--- config.mk ---
export PLATFORM = sky130hd
export DESIGN_NAME = fbc_front_flat
export DESIGN_NICKNAME = d
export VERILOG_FILES = /design/src/hdl/fbc_pkg.sv /design/src/hdl/fbc_stream_if.sv /design/src/hdl/fbc_front.sv /design/src/flat_wrapper.sv
export SDC_FILE = /design/constraint.sdc
export NUM_CORES = 1
export LEC_CHECK = 0
export ABC_AREA = 1
export BUFFER_PORTS_ARGS = -buffer_cell sky130_fd_sc_hd__clkbuf_2
export CAP_MARGIN = 20
export CORE_AREA = 4 4 41 43
export CTS_CLUSTER_SIZE = 28
export DETAILED_ROUTE_END_ITERATION = 16
export DIE_AREA = 0 0 45 47
export PLACE_DENSITY = 0.38
export SLEW_MARGIN = 20
export SYNTH_ARGS = -nofsm -noshare
export SYNTH_HDL_FRONTEND = slang
export SYNTH_SLANG_ARGS = --single-unit
--- constraint.sdc ---
create_clock -name clk -period 1.6 [get_ports clk]
set_input_delay 0.08 -clock clk [delete_from_list [all_inputs] [get_ports clk]]
set_output_delay 0.08 -clock clk [all_outputs]
set_load 0.02 [all_outputs]
--- src/hdl/fbc_pkg.sv ---
// Shared types, opcode groups and fault codes for the four-bit core.
`default_nettype none
package fbc_pkg;
    localparam int PROGRAM_DEPTH_DEF  = 4096;
    localparam int STACK_LEVELS_DEF   = 3;
    localparam int REGISTER_COUNT_DEF = 16;

    localparam logic       OP_LOAD = 1'b0;
    localparam logic       OP_STEP = 1'b1;

    localparam logic [1:0] FAULT_NONE      = 2'd0;
    localparam logic [1:0] FAULT_OVERFLOW  = 2'd1;
    localparam logic [1:0] FAULT_UNDERFLOW = 2'd2;

    localparam logic [3:0] GRP_JCN = 4'h1;
    localparam logic [3:0] GRP_FIM = 4'h2;
    localparam logic [3:0] GRP_FIN = 4'h3;
    localparam logic [3:0] GRP_JUN = 4'h4;
    localparam logic [3:0] GRP_JMS = 4'h5;
    localparam logic [3:0] GRP_INC = 4'h6;
    localparam logic [3:0] GRP_ISZ = 4'h7;
    localparam logic [3:0] GRP_ADD = 4'h8;
    localparam logic [3:0] GRP_SUB = 4'h9;
    localparam logic [3:0] GRP_LD  = 4'hA;
    localparam logic [3:0] GRP_XCH = 4'hB;
    localparam logic [3:0] GRP_BBL = 4'hC;
    localparam logic [3:0] GRP_LDM = 4'hD;
    localparam logic [3:0] GRP_WRM = 4'hE;
    localparam logic [3:0] GRP_ACC = 4'hF;

    localparam logic [11:0] PAGE_MASK = 12'hF00;

    typedef struct packed {
        logic        operation;
        logic [11:0] load_address;
        logic [7:0]  load_byte;
    } fbc_in_t;

    typedef struct packed {
        logic [11:0] program_counter;
        logic [3:0]  accumulator_value;
        logic        carry_value;
        logic [7:0]  executed_opcode;
        logic [1:0]  fault;
    } fbc_out_t;
endpackage
`default_nettype wire

--- src/hdl/fbc_stream_if.sv ---
// Valid/ready channel carrying one word of type T.
`default_nettype none
interface fbc_stream_if #(parameter type T = logic) ();
    logic valid;
    logic ready;
    T     data;
    modport source (output valid, output data, input ready);
    modport sink (input valid, input data, output ready);
endinterface
`default_nettype wire

--- src/hdl/fbc_front.sv ---
// Front end: accepts input words into a two-entry queue.
`default_nettype none
module fbc_front import fbc_pkg::*; (
    input  wire logic clk,
    input  wire logic rst_n,
    fbc_stream_if.sink   in_s,
    fbc_stream_if.source q_s
);
    fbc_in_t    buf_reg [2];
    logic [1:0] cnt_reg, cnt_next;
    logic       rd_reg, rd_next;
    logic       wr_reg, wr_next;
    logic       push, pop;

    assign in_s.ready = (cnt_reg != 2'd2);
    assign push       = in_s.valid && in_s.ready;
    assign q_s.valid  = (cnt_reg != 2'd0);
    assign q_s.data   = buf_reg[rd_reg];
    assign pop        = q_s.valid && q_s.ready;

    always_comb
    begin
        cnt_next = cnt_reg + {1'b0, push} - {1'b0, pop};
        rd_next  = rd_reg ^ pop;
        wr_next  = wr_reg ^ push;
    end

    always_ff @(posedge clk or negedge rst_n)
    begin
        if (!rst_n)
        begin
            cnt_reg <= '0;
            rd_reg  <= 1'b0;
            wr_reg  <= 1'b0;
        end
        else
        begin
            cnt_reg <= cnt_next;
            rd_reg  <= rd_next;
            wr_reg  <= wr_next;
        end
    end

    always_ff @(posedge clk)
    begin
        if (push)
        begin
            buf_reg[wr_reg] <= in_s.data;
        end
    end

    a_cnt_range: assert property (@(posedge clk) disable iff (!rst_n) cnt_reg != 2'd3)
        else $error("queue count out of range");
    a_no_push_full: assert property (@(posedge clk) disable iff (!rst_n)
        cnt_reg == 2'd2 |-> !push) else $error("push into full queue");
    a_cnt_step: assert property (@(posedge clk) disable iff (!rst_n)
        push && !pop |=> cnt_reg == $past(cnt_reg) + 2'd1) else $error("count step");
endmodule
`default_nettype wire

--- src/flat_wrapper.sv ---
// flat-port wrapper written by rule: the top's interface ports become plain ports
module fbc_front_flat import fbc_pkg::*;
  (clk, rst_n, in_s_valid, in_s_data, in_s_ready, q_s_valid, q_s_data, q_s_ready);
  fbc_stream_if in_s_i ();
  fbc_stream_if q_s_i ();
  input  wire logic clk;
  input  wire logic rst_n;
  input wire logic [$bits(in_s_i.valid)-1:0] in_s_valid;
  input wire logic [$bits(in_s_i.data)-1:0] in_s_data;
  output wire logic [$bits(in_s_i.ready)-1:0] in_s_ready;
  output wire logic [$bits(q_s_i.valid)-1:0] q_s_valid;
  output wire logic [$bits(q_s_i.data)-1:0] q_s_data;
  input wire logic [$bits(q_s_i.ready)-1:0] q_s_ready;
  assign in_s_i.valid = in_s_valid;
  assign in_s_i.data = in_s_data;
  assign in_s_ready = in_s_i.ready;
  assign q_s_valid = q_s_i.valid;
  assign q_s_data = q_s_i.data;
  assign q_s_i.ready = q_s_ready;
  fbc_front u_core (.clk(clk), .rst_n(rst_n), .in_s(in_s_i), .q_s(q_s_i));
endmodule
==> results.yml, run 1 <==
global_route:
  antenna_found_initial: 0
  gr-total-overflow: 0
  grt_start_max_net_pins: 5
  track_usage_pct: 5.49
  grt_pass1_vias: 196
  grt_pass1_wl_um: 745
sta:
  rsz0062_at_grt: "no"
  tightest_slew_ns: 0.423
  max_freq_mhz: 710
  post-route-min-period_ns: 1.41
  clock-skew-final_ns: 0.00362
  whs_ns: 0.0206
  slew_headroom_pct: 71.5
  setup_violations: 0
  drv_slew: 0
  hold_violations: 0
  worst_slack_ns: 0.191
  fin_tns_setup_ns: 0
  finalCritPeriodShare_pct: 88.1
cts:
  cts_tree: "built"
  root_buffer: "clkbuf_4"
  cts-buffers-inserted: 3
  cts_max_level: 1
  cts_sinks: 6
  cts_max_path_buffers: 2
  clk-insertion-delay-late_ns: 0.25
  path_clk_slew_ns: 0.05
place:
  place_congestion: 0.681
  numPortBuffers: 7
  pre_cts_ws_ns: 0.191
  hpwl_um: 420
  place_area_sq_um: 369
routing:
  drt_iter0_markers: 0
  drc: 0
  drt_wl_total_um: 518
  m1WireLength_um: 235
  route.met2.wl_um: 217
  via_per_inst: 3.97
  vias: 246
  wl_per_cell_um: 8.35
  postRouteAntennaNets: 0
  dr.pass1.iters: 1
  routed-wl-met3_um: 42
  routed.top_layer: "met4"
floorplanning:
  die_w_um: 45
  core_area_sq_um: 1300
  row_count: 13
  dieArea_sq_um: 2120
  initial_core_util_pct: 24.2
  die-height_um: 47
  ios: 8
power:
  powerDensity_nw_per_um2: 1860
  cellLeakagePower_nw: 0.231
  ir_worst_vdd_v: 0.000529
setup_path:
  start_kind: "register"
  crit_chain: "inv_1 -> nand2_2 -> nand2_2 -> inv_1 -> ha_1 -> inv_1 -> ha_1 -> nand3_1 -> nand2_1"
  cp.required_ns: 1.73
  cp.buffers_inverters: 3
  cpPeakStageDelay_ns: 0.35
  crit_family: "adder cells"
  reg2reg_slack_ns: 0.19
  r2r_start: "u_core.cnt_reg[0]"
  crit_top_cell: "inv_1"
  reg2regPathDepth: 9
  critical_path_class: "register to register"
  crit_fanout: 4
  cp_slowest_cell: "dfrtp_1"
  timing.rr.end: "u_core.cnt_reg[1]"
  cp.arrival_ns: 1.54
  endpoint_kind: "register"
synthesis:
  ys_warn_count: 0
  ys_ff_latch: 6
  avgSynthCellArea_sq_um: 9.01
  synth_fp_nets: 44
  post-synth-top-count-cell: "nand2_1"
  synthTopCellsByArea: "dfrtp_1 32%, edfxtp_1 19%, ha_1 16%"
  yosys-top-cells-count: "11 x nand2_1, 8 x inv_1, 4 x dfrtp_1, 4 x ha_1"
  synth_edf_count: 2
  netlist_area_sq_um: 315
  synth.distinct_cells: 9
  async_flop_share_pct: 66.7
  synth_top_cell_by_area: "dfrtp_1"
  ys.flop_type: "dfrtp_1"
  synthCells: 35
  ys_seq_area_share_pct: 50.8
  yosys.area.top_type_share_pct: 31.7
run:
  cap_violations: 0
final_layout:
  antennaDiodeCount: 0
  finalInstanceArea_sq_um: 405
  drive_gt1_share_pct: 27.7
  area_growth_pct: 28.6
  nNetsFinal: 57
worst_hold_path:
  holdPathStages: 1
  worstHoldEndpoint: "u_core.buf_reg[1]"
  hold_path.class: "input port to register"
  hold_start: "in_s_data"
status:
  outcome: "finished, final reports clean"
[cell type report]
| cell class | count | area, sq um |
|---|---|---|
| fillers | 152 | 896 |
| flip-flops and latches | 6 | 160 |
| repair buffers | 8 | 45.0 |
| multi-input cells | 20 | 121 |
| inverters | 9 | 33.8 |
| clock buffers | 4 | 26.3 |
| well taps | 15 | 18.8 |
[cell usage in the layout, fill, tap and decap left out]
cell type | synthesis | final
clkbuf_1 | 0 | 1
nand3_1 | 2 | 2
inv_1 | 8 | 8
a21boi_0 | 1 | 1
edfxtp_1 | 2 | 2
ha_1 | 4 | 4
clkbuf_2 | 0 | 7
nand2_2 | 2 | 2
dfrtp_1 | 4 | 4
dlygate4sd3_1 | 0 | 1
nand2_1 | 11 | 11
clkbuf_4 | 0 | 3
inv_2 | 1 | 1
[kinds of logic (layout without fill, tap and decap cells)]
family                   after synthesis  after routing  synth area share [%]
AO/OA/AOI/OAI                          1              1                  2.38
adder cells (fa/ha/maj)                4              4                  15.9
buffers and inverters                  9             21                  10.7
flip-flops                             6              6                  50.8
AND/OR/NAND/NOR                       15             15                  20.2
[worst reg2reg max path, delay by kind of cell (launching register included)]
| family | cells | cell delay [ns] |
|---|---|---|
| adder cells (fa/ha/maj) | 2 | 0.46 |
| flip-flops | 1 | 0.35 |
| AND/OR/NAND/NOR | 4 | 0.30 |
| buffers and inverters | 3 | 0.19 |
[stage by stage]
step	total power, mW	cells	util, %
floorplan	0.514	35	-
global placement	0.592	57	28.4
detailed placement	0.607	57	28.4
CTS	0.768	62	31.2
global route	0.822	62	31.2
finish	0.755	62	31.2
[report_power, final]
| part | leakage, nW | switching (mW) | internal [mW] |
|---|---|---|---|
| Sequential | 0.0661 | 0.0340 | 0.228 |
| Combinational | 0.150 | 0.219 | 0.120 |
| Clock | 0.0150 | 0.0585 | 0.0947 |
| Total | 0.231 | 0.312 | 0.443 |
[how the worst max path moves through the flow]
stage                                 start  depth (start not counted)                 to  slack (ns)
after global routing      u_core.cnt_reg[0]                          9  u_core.cnt_reg[1]        0.08
after CTS                 u_core.cnt_reg[0]                          9  u_core.cnt_reg[1]        0.18
after detailed placement  u_core.cnt_reg[0]                          9  u_core.cnt_reg[1]        0.19
after global placement    u_core.cnt_reg[0]                          9  u_core.cnt_reg[1]        0.22
final                     u_core.cnt_reg[0]                          9  u_core.cnt_reg[1]        0.19
after floorplan           u_core.cnt_reg[0]                          9  u_core.cnt_reg[1]        0.21
[routing by layer]
metal	global-route usage (%)	vias to the layer above
met5	0	-
met1	5.80	104
met2	7.34	8
li1	-	130
met3	2.30	4
met4	7.02	0
[repair_timing]
action                                 in CTS  in global routing
resized for setup                           0                  0
buffers inserted                            0                  0
hold buffers                                1                  0
endpoints found under the hold margin       4                  0
(Power assumes the default switching activity.)
==> run 2: changes to the inputs <==
--- a/config.mk
+++ b/config.mk
@@ -9,9 +9,11 @@
 export BUFFER_PORTS_ARGS = -buffer_cell sky130_fd_sc_hd__clkbuf_2
 export CAP_MARGIN = 20
+export CELL_PAD_IN_SITES_DETAIL_PLACEMENT = 2
+export CELL_PAD_IN_SITES_GLOBAL_PLACEMENT = 2
 export CORE_AREA = 4 4 41 43
 export CTS_CLUSTER_SIZE = 28
 export DETAILED_ROUTE_END_ITERATION = 16
 export DIE_AREA = 0 0 45 47
-export PLACE_DENSITY = 0.38
+export PLACE_DENSITY = 0.59
 export SLEW_MARGIN = 20
 export SYNTH_ARGS = -nofsm -noshare
==> constraint.sdc (replaced) <==
create_clock -name clk -period 1.6 [get_ports clk]
set_input_delay 0.08 -clock clk [delete_from_list [all_inputs] [get_ports clk]]
set_output_delay 0.08 -clock clk [all_outputs]
set_load 0.1 [all_outputs]
==> results.yml, run 2 (same netlist as run 1, synthesis figures left out) <==
cts:
  path_clk_slew_ns: 0.05
  cts-buffers-inserted: 3
  root_buffer: "clkbuf_4"
  post_cts_buffers: 0
  cts_tree: "built"
  cts_sinks: 6
  cts_max_path_buffers: 2
  cts_max_level: 1
  clk-insertion-delay-late_ns: 0.24
  cts_resized: 0
  ctsHoldBuffers: 1
global_route:
  antenna_found_initial: 0
  grt_pass1_wl_mm: 1.17
  grt_pass1_vias: 292
  grt_start_max_net_pins: 5
  gr-total-overflow: 0
  track_usage_pct: 8.35
place:
  place_congestion: 0.654
  numPortBuffers: 7
  hpwl_um: 590
final_layout:
  antennaDiodeCount: 0
  layout_common_cells: "11 x nand2_1, 8 x inv_1, 7 x clkbuf_2"
  multi_input_area_sq_um: 126
  drive_gt1_share_pct: 28.3
  seqCellArea_sq_um: 160
  nNetsFinal: 57
  n_fill_cell: 155
  area_growth_pct: 29.0
  final_common_cell: "nand2_1"
setup_path:
  crit_top_cell: "inv_1"
  start_kind: "register"
  crit_family: "adder cells"
  reg2reg_slack_ns: 0.18
  cp.required_ns: 1.73
  crit_chain: "inv_1 -> nand2_4 -> nand2_2 -> inv_1 -> ha_1 -> inv_1 -> ha_1 -> nand3_1 -> nand2_1"
  cpPeakStageDelay_ns: 0.35
  crit_fanout: 4
  cp.buffers_inverters: 3
  cp_slowest_cell: "dfrtp_1"
  cp.arrival_ns: 1.56
  endpoint_kind: "register"
  critical_path_class: "register to register"
floorplanning:
  dieArea_sq_um: 2120
  ios: 8
  row_count: 13
  core_area_sq_um: 1300
  die_w_um: 45
  die-height_um: 47
  initial_core_util_pct: 24.2
sta:
  setup_violations: 0
  hold_violations: 0
  rsz0062_at_grt: "no"
  clock-skew-final_ns: 0.000700
  tightest_slew_ns: 0.543
  max_freq_mhz: 703
  post-route-min-period_ns: 1.42
  finalCritPeriodShare_pct: 88.9
  slew_headroom_pct: 64.0
  fin_tns_setup_ns: 0
  drv_slew: 0
routing:
  drt_wl_total_um: 692
  drc: 0
  postRouteAntennaNets: 0
  dr.pass1.iters: 1
  wl_per_cell_um: 11.3
  vias: 247
  drt_iter0_markers: 0
  via_per_inst: 4.05
run:
  cap_violations: 0
worst_hold_path:
  hold_path.class: "input port to register"
status:
  outcome: "finished, final reports clean"
run 2: path summary, 6_finish.rpt:
| check | startpoint | endpoint | cells after the start |
|---|---|---|---|
| setup / recovery | u_core.cnt_reg[0] | u_core.cnt_reg[1] | 9 |
| hold / removal | in_s_data | u_core.buf_reg[1] | 1 |
| setup reg to reg | u_core.cnt_reg[0] | u_core.cnt_reg[1] | 9 |
| hold reg to reg | u_core.rd_reg | u_core.rd_reg | 2 |
| max in group asynchronous | rst_n | u_core.rd_reg | 2 |
| min in group asynchronous | rst_n | u_core.cnt_reg[0] | 2 |
run 2: worst reg2reg max path: stages (launching register included):
cell	delay [ns]
dfrtp_1	0.35
inv_1	0.14
nand2_4	0.07
nand2_2	0.07
inv_1	0.04
ha_1	0.26
inv_1	0.04
ha_1	0.20
nand3_1	0.09
nand2_1	0.05
run 2: cell type report:
cell class	instances	area share, %
Multi-Input combinational cell	20	31.1
Clock buffer	3	5.54
Sequential cell	6	39.4
Tap cell	15	4.62
Timing Repair Buffer	8	11.1
Inverter	9	8.31
run 2: stage by stage:
step	instance area, sq um	worst slack (ns)	std cells	hold slack [ns]	util [%]
2_1_floorplan	320	0.0500	35	-0.216	-
3_3_place_gp	374	0.190	57	-0.107	28.7
3_5_place_dp	374	0.158	57	-0.103	28.7
4_1_cts	407	0.145	61	0.0230	31.3
5_1_grt	407	0.0603	61	0.0175	31.3
6_report	407	0.177	61	0.0314	31.3
run 2: layer usage:
layer | global-route usage [%] | routed length, um | up-vias | share of wire (%)
met3 | 2.30 | 26 | 0 | 3.8
li1 | - | - | 129 | -
met1 | 6.94 | 250 | 114 | 36
met5 | 0 | 0 | - | 0
met2 | 16.1 | 415 | 4 | 60
met4 | 7.02 | 0 | 0 | 0
Power of run 2 is left out: the tool's default activity adds up to more than one toggle a clock period on the data nets, which glitch-free logic cannot reach.
